==> src/rtl/yrgb_pkg.sv <==
// shared types and constants for the bt.601 yuv to bgr pixel converter
// used by yrgb_lane and yuv_to_rgb_pixel_converter; no dependencies

package yrgb_pkg;

    // fixed-point coefficients, 16 fractional bits, truncated
    localparam int COEF_W = 19;
    localparam logic signed [COEF_W-1:0] COEF_Y  = 19'sd76283;
    localparam logic signed [COEF_W-1:0] COEF_UG = 19'sd25690;
    localparam logic signed [COEF_W-1:0] COEF_UB = 19'sd132186;
    localparam logic signed [COEF_W-1:0] COEF_VR = 19'sd104595;
    localparam logic signed [COEF_W-1:0] COEF_VG = 19'sd53280;

    localparam logic signed [8:0] LUMA_OFFSET   = 9'sd16;
    localparam logic signed [8:0] CHROMA_OFFSET = 9'sd128;

    // offset component (9) times coefficient (19)
    localparam int PROD_W = 28;
    localparam logic signed [PROD_W-1:0] ROUND_HALF = 28'sd32768;
    localparam int FRAC_BITS = 16;

    // source_format codes
    localparam logic FMT_YUV422 = 1'b0;
    localparam logic FMT_RGB32  = 1'b1;

    typedef logic signed [PROD_W-1:0] prod_t;

    // chroma products shared by both luma lanes
    typedef struct packed {
        prod_t ub;
        prod_t ug;
        prod_t vg;
        prod_t vr;
    } chroma_t;

    // blue in the lowest byte, then green, then red
    typedef struct packed {
        logic [7:0] red;
        logic [7:0] green;
        logic [7:0] blue;
    } pixel_t;

endpackage

==> src/rtl/yrgb_lane.sv <==
// one luma lane: luma product, bgr sums and clamp over three register stages
// depends on yrgb_pkg

module yrgb_lane (
    input  logic             aclk,
    input  logic             en,          // pipeline advance
    input  logic [7:0]       luma,        // stage 1 luma byte
    input  yrgb_pkg::chroma_t chroma,     // stage 2 chroma products
    output yrgb_pkg::pixel_t pixel        // stage 4 clamped pixel
);

    logic signed [8:0]    luma_off;
    yrgb_pkg::prod_t      luma_prod_next;
    yrgb_pkg::prod_t      luma_prod_reg;
    yrgb_pkg::prod_t      sum_b_next, sum_g_next, sum_r_next;
    yrgb_pkg::prod_t      sum_b_reg, sum_g_reg, sum_r_reg;
    yrgb_pkg::pixel_t     pixel_next;
    yrgb_pkg::pixel_t     pixel_reg;

    // sum already carries the rounding half; floor shift then clamp to 0..255
    function automatic logic [7:0] clamp_comp(input yrgb_pkg::prod_t s);
        logic [7:0] res;
        if (s[yrgb_pkg::PROD_W-1]) begin
            res = 8'd0;
        end else if (|s[yrgb_pkg::PROD_W-2:yrgb_pkg::FRAC_BITS+8]) begin
            res = 8'hff;
        end else begin
            res = s[yrgb_pkg::FRAC_BITS+7:yrgb_pkg::FRAC_BITS];
        end
        return res;
    endfunction

    always_comb begin
        luma_off       = $signed({1'b0, luma}) - yrgb_pkg::LUMA_OFFSET;
        luma_prod_next = yrgb_pkg::prod_t'(luma_off) * yrgb_pkg::prod_t'(yrgb_pkg::COEF_Y);
        sum_b_next = luma_prod_reg + chroma.ub + yrgb_pkg::ROUND_HALF;
        sum_g_next = luma_prod_reg - chroma.ug - chroma.vg + yrgb_pkg::ROUND_HALF;
        sum_r_next = luma_prod_reg + chroma.vr + yrgb_pkg::ROUND_HALF;
        pixel_next.blue  = clamp_comp(sum_b_reg);
        pixel_next.green = clamp_comp(sum_g_reg);
        pixel_next.red   = clamp_comp(sum_r_reg);
    end

    always_ff @(posedge aclk) begin
        if (en) begin
            luma_prod_reg <= luma_prod_next;
            sum_b_reg     <= sum_b_next;
            sum_g_reg     <= sum_g_next;
            sum_r_reg     <= sum_r_next;
            pixel_reg     <= pixel_next;
        end
    end

    assign pixel = pixel_reg;

endmodule

==> src/rtl/yuv_to_rgb_pixel_converter.sv <==
// an input passes capture, product, sum and clamp registers before its first output pixel
// throughput: one input transaction per cycle in bgra mode or with first_only set;
//   a full 4:2:2 pair gives two pixels, one per cycle on the output port
// a stall at the output holds the whole pipeline; nothing is lost or repeated
// reset (aresetn low, synchronous) empties the pipeline and selects yuv 4:2:2
// depends on yrgb_pkg and yrgb_lane

module yuv_to_rgb_pixel_converter (
    input  logic        aclk,
    input  logic        aresetn,

    // configuration: source_format
    input  logic        cfg_wr_en,
    input  logic        cfg_wr_data,

    // input stream
    input  logic        s_tvalid,
    output logic        s_tready,
    input  logic [31:0] s_tdata,   // byte0 [7:0], byte1 [15:8], byte2 [23:16], byte3 [31:24]
    input  logic        s_tuser,   // first_only
    input  logic        s_tlast,   // row_end

    // output stream, one pixel per transaction
    output logic        m_tvalid,
    input  logic        m_tready,
    output logic [23:0] m_tdata,   // blue [7:0], green [15:8], red [23:16]
    output logic        m_tuser,   // last_of_item
    output logic        m_tlast    // end_of_row
);

    // ---------------------------------------------------------------
    // configuration register
    // ---------------------------------------------------------------
    logic fmt_reg;

    always_ff @(posedge aclk) begin
        if (!aresetn) begin
            fmt_reg <= yrgb_pkg::FMT_YUV422;
        end else if (cfg_wr_en) begin
            fmt_reg <= cfg_wr_data;
        end
    end

    // ---------------------------------------------------------------
    // pipeline control: every stage moves together on adv
    // ---------------------------------------------------------------
    logic adv;
    logic out_fire;
    logic out_final;

    logic s1_valid_reg, s2_valid_reg, s3_valid_reg, s4_valid_reg;

    // per-stage side info: format, flags and raw bytes for the bgra bypass
    logic        s1_fmt_reg, s2_fmt_reg, s3_fmt_reg, s4_fmt_reg;
    logic        s1_first_reg, s2_first_reg, s3_first_reg, s4_first_reg;
    logic        s1_row_end_reg, s2_row_end_reg, s3_row_end_reg, s4_row_end_reg;
    logic [31:0] s1_data_reg;
    yrgb_pkg::pixel_t s2_raw_reg, s3_raw_reg, s4_raw_reg;

    // which pixel of a pair is on the output
    logic sel_reg;
    logic sel_next;

    // the pipeline can shift when the output stage is empty or finishes this cycle
    assign adv      = !s4_valid_reg || (m_tready && out_final);
    assign s_tready = adv;
    assign out_fire = m_tvalid && m_tready;

    always_ff @(posedge aclk) begin
        if (!aresetn) begin
            s1_valid_reg <= 1'b0;
            s2_valid_reg <= 1'b0;
            s3_valid_reg <= 1'b0;
            s4_valid_reg <= 1'b0;
        end else if (adv) begin
            s1_valid_reg <= s_tvalid;
            s2_valid_reg <= s1_valid_reg;
            s3_valid_reg <= s2_valid_reg;
            s4_valid_reg <= s3_valid_reg;
        end
    end

    always_ff @(posedge aclk) begin
        if (adv) begin
            // stage 1: capture the transaction
            s1_fmt_reg     <= fmt_reg;
            s1_first_reg   <= s_tuser;
            s1_row_end_reg <= s_tlast;
            s1_data_reg    <= s_tdata;
            // stage 2
            s2_fmt_reg     <= s1_fmt_reg;
            s2_first_reg   <= s1_first_reg;
            s2_row_end_reg <= s1_row_end_reg;
            s2_raw_reg     <= s1_data_reg[23:0];
            // stage 3
            s3_fmt_reg     <= s2_fmt_reg;
            s3_first_reg   <= s2_first_reg;
            s3_row_end_reg <= s2_row_end_reg;
            s3_raw_reg     <= s2_raw_reg;
            // stage 4: output stage
            s4_fmt_reg     <= s3_fmt_reg;
            s4_first_reg   <= s3_first_reg;
            s4_row_end_reg <= s3_row_end_reg;
            s4_raw_reg     <= s3_raw_reg;
        end
    end

    // ---------------------------------------------------------------
    // stage 2: chroma products, shared by both lanes
    // ---------------------------------------------------------------
    logic signed [8:0]  u_off, v_off;
    yrgb_pkg::chroma_t  chroma_next;
    yrgb_pkg::chroma_t  chroma_reg;

    always_comb begin
        u_off = $signed({1'b0, s1_data_reg[15:8]})  - yrgb_pkg::CHROMA_OFFSET;
        v_off = $signed({1'b0, s1_data_reg[31:24]}) - yrgb_pkg::CHROMA_OFFSET;
        chroma_next.ub = yrgb_pkg::prod_t'(u_off) * yrgb_pkg::prod_t'(yrgb_pkg::COEF_UB);
        chroma_next.ug = yrgb_pkg::prod_t'(u_off) * yrgb_pkg::prod_t'(yrgb_pkg::COEF_UG);
        chroma_next.vg = yrgb_pkg::prod_t'(v_off) * yrgb_pkg::prod_t'(yrgb_pkg::COEF_VG);
        chroma_next.vr = yrgb_pkg::prod_t'(v_off) * yrgb_pkg::prod_t'(yrgb_pkg::COEF_VR);
    end

    always_ff @(posedge aclk) begin
        if (adv) begin
            chroma_reg <= chroma_next;
        end
    end

    // ---------------------------------------------------------------
    // stages 2..4: two luma lanes, y0 and y1
    // ---------------------------------------------------------------
    yrgb_pkg::pixel_t pix0, pix1;

    yrgb_lane u_lane0 (
        .aclk   (aclk),
        .en     (adv),
        .luma   (s1_data_reg[7:0]),
        .chroma (chroma_reg),
        .pixel  (pix0)
    );

    yrgb_lane u_lane1 (
        .aclk   (aclk),
        .en     (adv),
        .luma   (s1_data_reg[23:16]),
        .chroma (chroma_reg),
        .pixel  (pix1)
    );

    // ---------------------------------------------------------------
    // output stage: one pixel per transaction
    // ---------------------------------------------------------------
    // bgra and odd row tails give a single pixel, otherwise the second one ends the item
    assign out_final = (s4_fmt_reg == yrgb_pkg::FMT_RGB32) || s4_first_reg || sel_reg;

    always_comb begin
        sel_next = sel_reg;
        if (out_fire) begin
            sel_next = !out_final;
        end
    end

    always_ff @(posedge aclk) begin
        if (!aresetn) begin
            sel_reg <= 1'b0;
        end else begin
            sel_reg <= sel_next;
        end
    end

    always_comb begin
        if (s4_fmt_reg == yrgb_pkg::FMT_RGB32) begin
            m_tdata = s4_raw_reg;
        end else if (sel_reg) begin
            m_tdata = pix1;
        end else begin
            m_tdata = pix0;
        end
    end

    assign m_tvalid = s4_valid_reg;
    assign m_tuser  = out_final;
    assign m_tlast  = out_final && s4_row_end_reg;

endmodule
==> config.mk <==
export PLATFORM = sky130hd
export DESIGN_NAME = yuv_to_rgb_pixel_converter
export DESIGN_NICKNAME = d
export VERILOG_FILES = /design/src/rtl/yrgb_pkg.sv /design/src/rtl/yrgb_lane.sv /design/src/rtl/yuv_to_rgb_pixel_converter.sv
export SDC_FILE = /design/constraint.sdc
export NUM_CORES = 1
export LEC_CHECK = 0
export BUFFER_PORTS_ARGS = -buffer_cell sky130_fd_sc_hd__buf_2
export CAP_MARGIN = 40
export CELL_PAD_IN_SITES_DETAIL_PLACEMENT = 2
export CELL_PAD_IN_SITES_GLOBAL_PLACEMENT = 2
export CORE_ASPECT_RATIO = 1.25
export CORE_MARGIN = 2
export CORE_UTILIZATION = 40
export DETAILED_ROUTE_END_ITERATION = 16
export PLACE_DENSITY = 0.75
export SKIP_LAST_GASP = 1
export SLEW_MARGIN = 20
export SYNTH_ARGS = -nofsm -noshare
export SYNTH_HDL_FRONTEND = slang
export SYNTH_SLANG_ARGS = --single-unit
==> constraint.sdc <==
create_clock -name aclk -period 10.5 [get_ports aclk]
set_input_delay 1.05 -clock aclk [delete_from_list [all_inputs] [get_ports aclk]]
set_output_delay 1.05 -clock aclk [all_outputs]
set_load 0.02 [all_outputs]
==> results.cfg <==
[global_routing]
grt_antenna_before_repair = 6
grt_usage_pct = 22.72
grt_pass1_wl_um = 142400
grt_max_degree = 179
grt_pass1_vias = 24590
grt_overflow = 0

[job]
maxCapViolCount = 0

[floorplanning]
ios = 68
dieWidth_um = 255.9
die-area_um2 = 81600
initial_utilization_pct = 40.38
die_h_um = 318.9
core_area_um2 = 78560
rows = 115

[logic_synthesis]
synth_flop_cell = edfxtp_1
synthDistinctLibCells = 66
synth_area_per_cell_um2 = 11.55
synth_nets = 3665
synth-async-reset-ratio_pct = 0
synth_top_area_share_pct = 35.21
ys_warn_count = 0
netlist_area_um2 = 31730
synthCells = 2747
ys_seq_elements = 378
yosys-top-cells-area = edfxtp_1 35%, ha_1 28%, fa_1 11%
yosysSeqAreaShare_pct = 35.59
synth_top_area_cell = edfxtp_1
synth_edf_count = 372

[final_layout]
diodes = 0
fin_nets = 3770
drive_gt1_share_pct = 5.929
area_growth_pct = 10.27
largest_reg_flops = 84

[detailed_routing]
ant_nets = 0
routed_wl_um = 91320
vias = 21000
wl_per_cell_um = 23.20
via_per_inst = 5.333
wl_met3_um = 2357
first_iter_violations = 701
met1_length_um = 36500
top_layer = met4
drcViolationCount = 0
first_pass_iters = 4
wl_met2_um = 48380

[clocking]
clkLatencyLatePin_ps = 600
post_cts_buffers = 0
clk_pin_slew_ps = 60
cts_buffer_depth = 3
cts_hold_buffers = 0
cts_tree = done
cts_resized = 0
root_buffer = clkbuf_16
h-tree-depth = 2
clock_sinks = 378
cts_buffers = 45

[timing]
setup_viol = 0
worst_slack_ps = 4127
hold_violations = 0
skew_ps = 15.94
slew_violations = 0
tightestPinTransition_ps = 1061
finalCritPeriodShare_pct = 60.69
finalSetupTns_ps = 0
rsz0062_at_grt = false
post-route-min-period_ps = 6373
fmax_mhz = 156.9
relSlewSlack_pct = 29.25

[critical_path]
end_kind = flip-flop
critical_path.reg2reg.startpoint = s1_data_reg[20]
critPathMostFrequentCell = fa_1
crit_fanout = 6
critPathSlowestCell = fa_1
critPathLaunchType = flip-flop
timing.rr.end = u_lane1.luma_prod_reg[25]
critPathRequiredTime_ps = 10850
r2r_cells = 19
crit_path_max_incr_delay_ps = 550
rrSetupSlack_ps = 4130
crit_chain = inv_1 > ha_1 > xor2_1 > inv_1 > fa_1 > fa_1 > fa_1 > inv_1 > fa_1 > ha_1 > ha_1 > o21a_1 > nor2_1 > nor3_2 > o32ai_2 > o21ai_2 > a41o_1 > o41a_1 > xnor2_1
crit_type = reg -> reg
arrival_ps = 6720

[outcome]
status = completed

[hold_path]
min_path_cells = 0
hold_end = s3_row_end_reg
min_from = s2_row_end_reg
worstHoldPathType = reg -> reg

[placed_design]
place.gp.congestion = 0.8846
port_buffers = 67
pre_cts_slack_ps = 3650
hpwl_um = 76540
-- synthesized netlist by cell type, types with 3 or more instances --
cell type	count
a211o_1	6
nand4b_1	3
o21ai_1	3
nand2_1	89
o21ai_0	87
a211oi_1	12
xor2_1	62
a31oi_1	11
edfxtp_1	372
mux2i_1	29
nor3_1	39
buf_1	7
a41oi_1	3
a221oi_1	3
and3_1	20
xnor2_1	103
nand4_1	10
nand2b_1	19
and2_1	10
o21a_1	21
dfxtp_1	6
a21oi_1	142
o211ai_1	7
nand3_1	40
fa_1	174
or2_2	11
inv_1	369
nor2b_1	28
o2111ai_1	4
ha_1	704
o31ai_1	5
or3_1	22
clkbuf_1	14
o31a_1	4
a41o_1	3
a21o_1	60
o21bai_1	18
nor2_1	187
o22ai_1	3
-- stage by stage --
stage	std cells	instance area, µm²	util [%]	hold WS (ps)
final	3937	34980	44.53	419.1
after CTS	3934	34930	44.46	415.3
after global placement	3853	33370	42.48	406.5
after detailed placement	3855	33400	42.51	405.7
after floorplan	2747	31730	-	400.3
after global routing	3937	34980	44.53	423.4
-- cell families (layout without fill, tap and decap cells) --
| logic type | Yosys count | count (layout) | synth area share (%) |
|---|---|---|---|
| AO/OA/AOI/OAI | 416 | 416 | 8.290 |
| multiplexers | 29 | 29 | 0.9149 |
| AND/OR/NAND/NOR | 491 | 491 | 7.296 |
| adder cells (fa/ha/maj) | 878 | 878 | 38.74 |
| flip-flops | 378 | 378 | 35.59 |
| buffers and inverters | 390 | 527 | 4.614 |
| XOR/XNOR | 165 | 165 | 4.555 |
-- how the worst max path moves through the flow --
stage	from	to	slack, ps	cells after the start
3_5_place_dp	s1_data_reg[20]	u_lane1.luma_prod_reg[25]	3650	20
5_1_grt	s1_data_reg[4]	u_lane0.luma_prod_reg[24]	3670	19
4_1_cts	s1_data_reg[20]	u_lane1.luma_prod_reg[25]	3630	20
2_1_floorplan	m_tready	s_tready	360	2
3_3_place_gp	s1_data_reg[20]	u_lane1.luma_prod_reg[25]	3870	20
6_report	s1_data_reg[20]	u_lane1.luma_prod_reg[25]	4130	19
-- layout by cell type (no fill, tap or decap), types with 39 or more instances in the layout --
cell	n
a21oi_1	142
xor2_1	62
edfxtp_1	372
clkbuf_16	45
buf_2	69
ha_1	704
nand3_1	40
nor2_1	187
inv_1	369
nor3_1	39
fa_1	174
a21o_1	60
nand2_1	88
o21ai_0	87
xnor2_1	103
-- critical path, delay by kind of cell, from the launching register on --
kind | cells | cell delay [ps]
DFF | 1 | 440
xor gates and xnor gates | 2 | 590
buffers and inverters | 3 | 460
adders and majority gates | 7 | 2990
and+or+nand+nor | 2 | 310
AOI/OAI and AO/OA | 5 | 1340
-- layout make-up --
cell class / count / area [µm²]
multi-input cells: 1979 / 18980
fillers: 8077 / 43580
clock buffers: 49 / 1141
well taps: 1053 / 1318
flip-flops and latches: 378 / 11290
repair buffers: 79 / 478.0
inverters: 369 / 1385
clock inverters: 30 / 391.6
-- layer usage --
layer  global-route usage, %  vias to the layer above
li1                        -                     9921
met1                   25.90                    10660
met2                   43.27                      256
met3                   2.233                      156
met4                   8.928                        0
met5                       0                        -
Power is left out: the tool's default activity adds up to more than one toggle a clock period on the data nets, which glitch-free logic cannot reach.
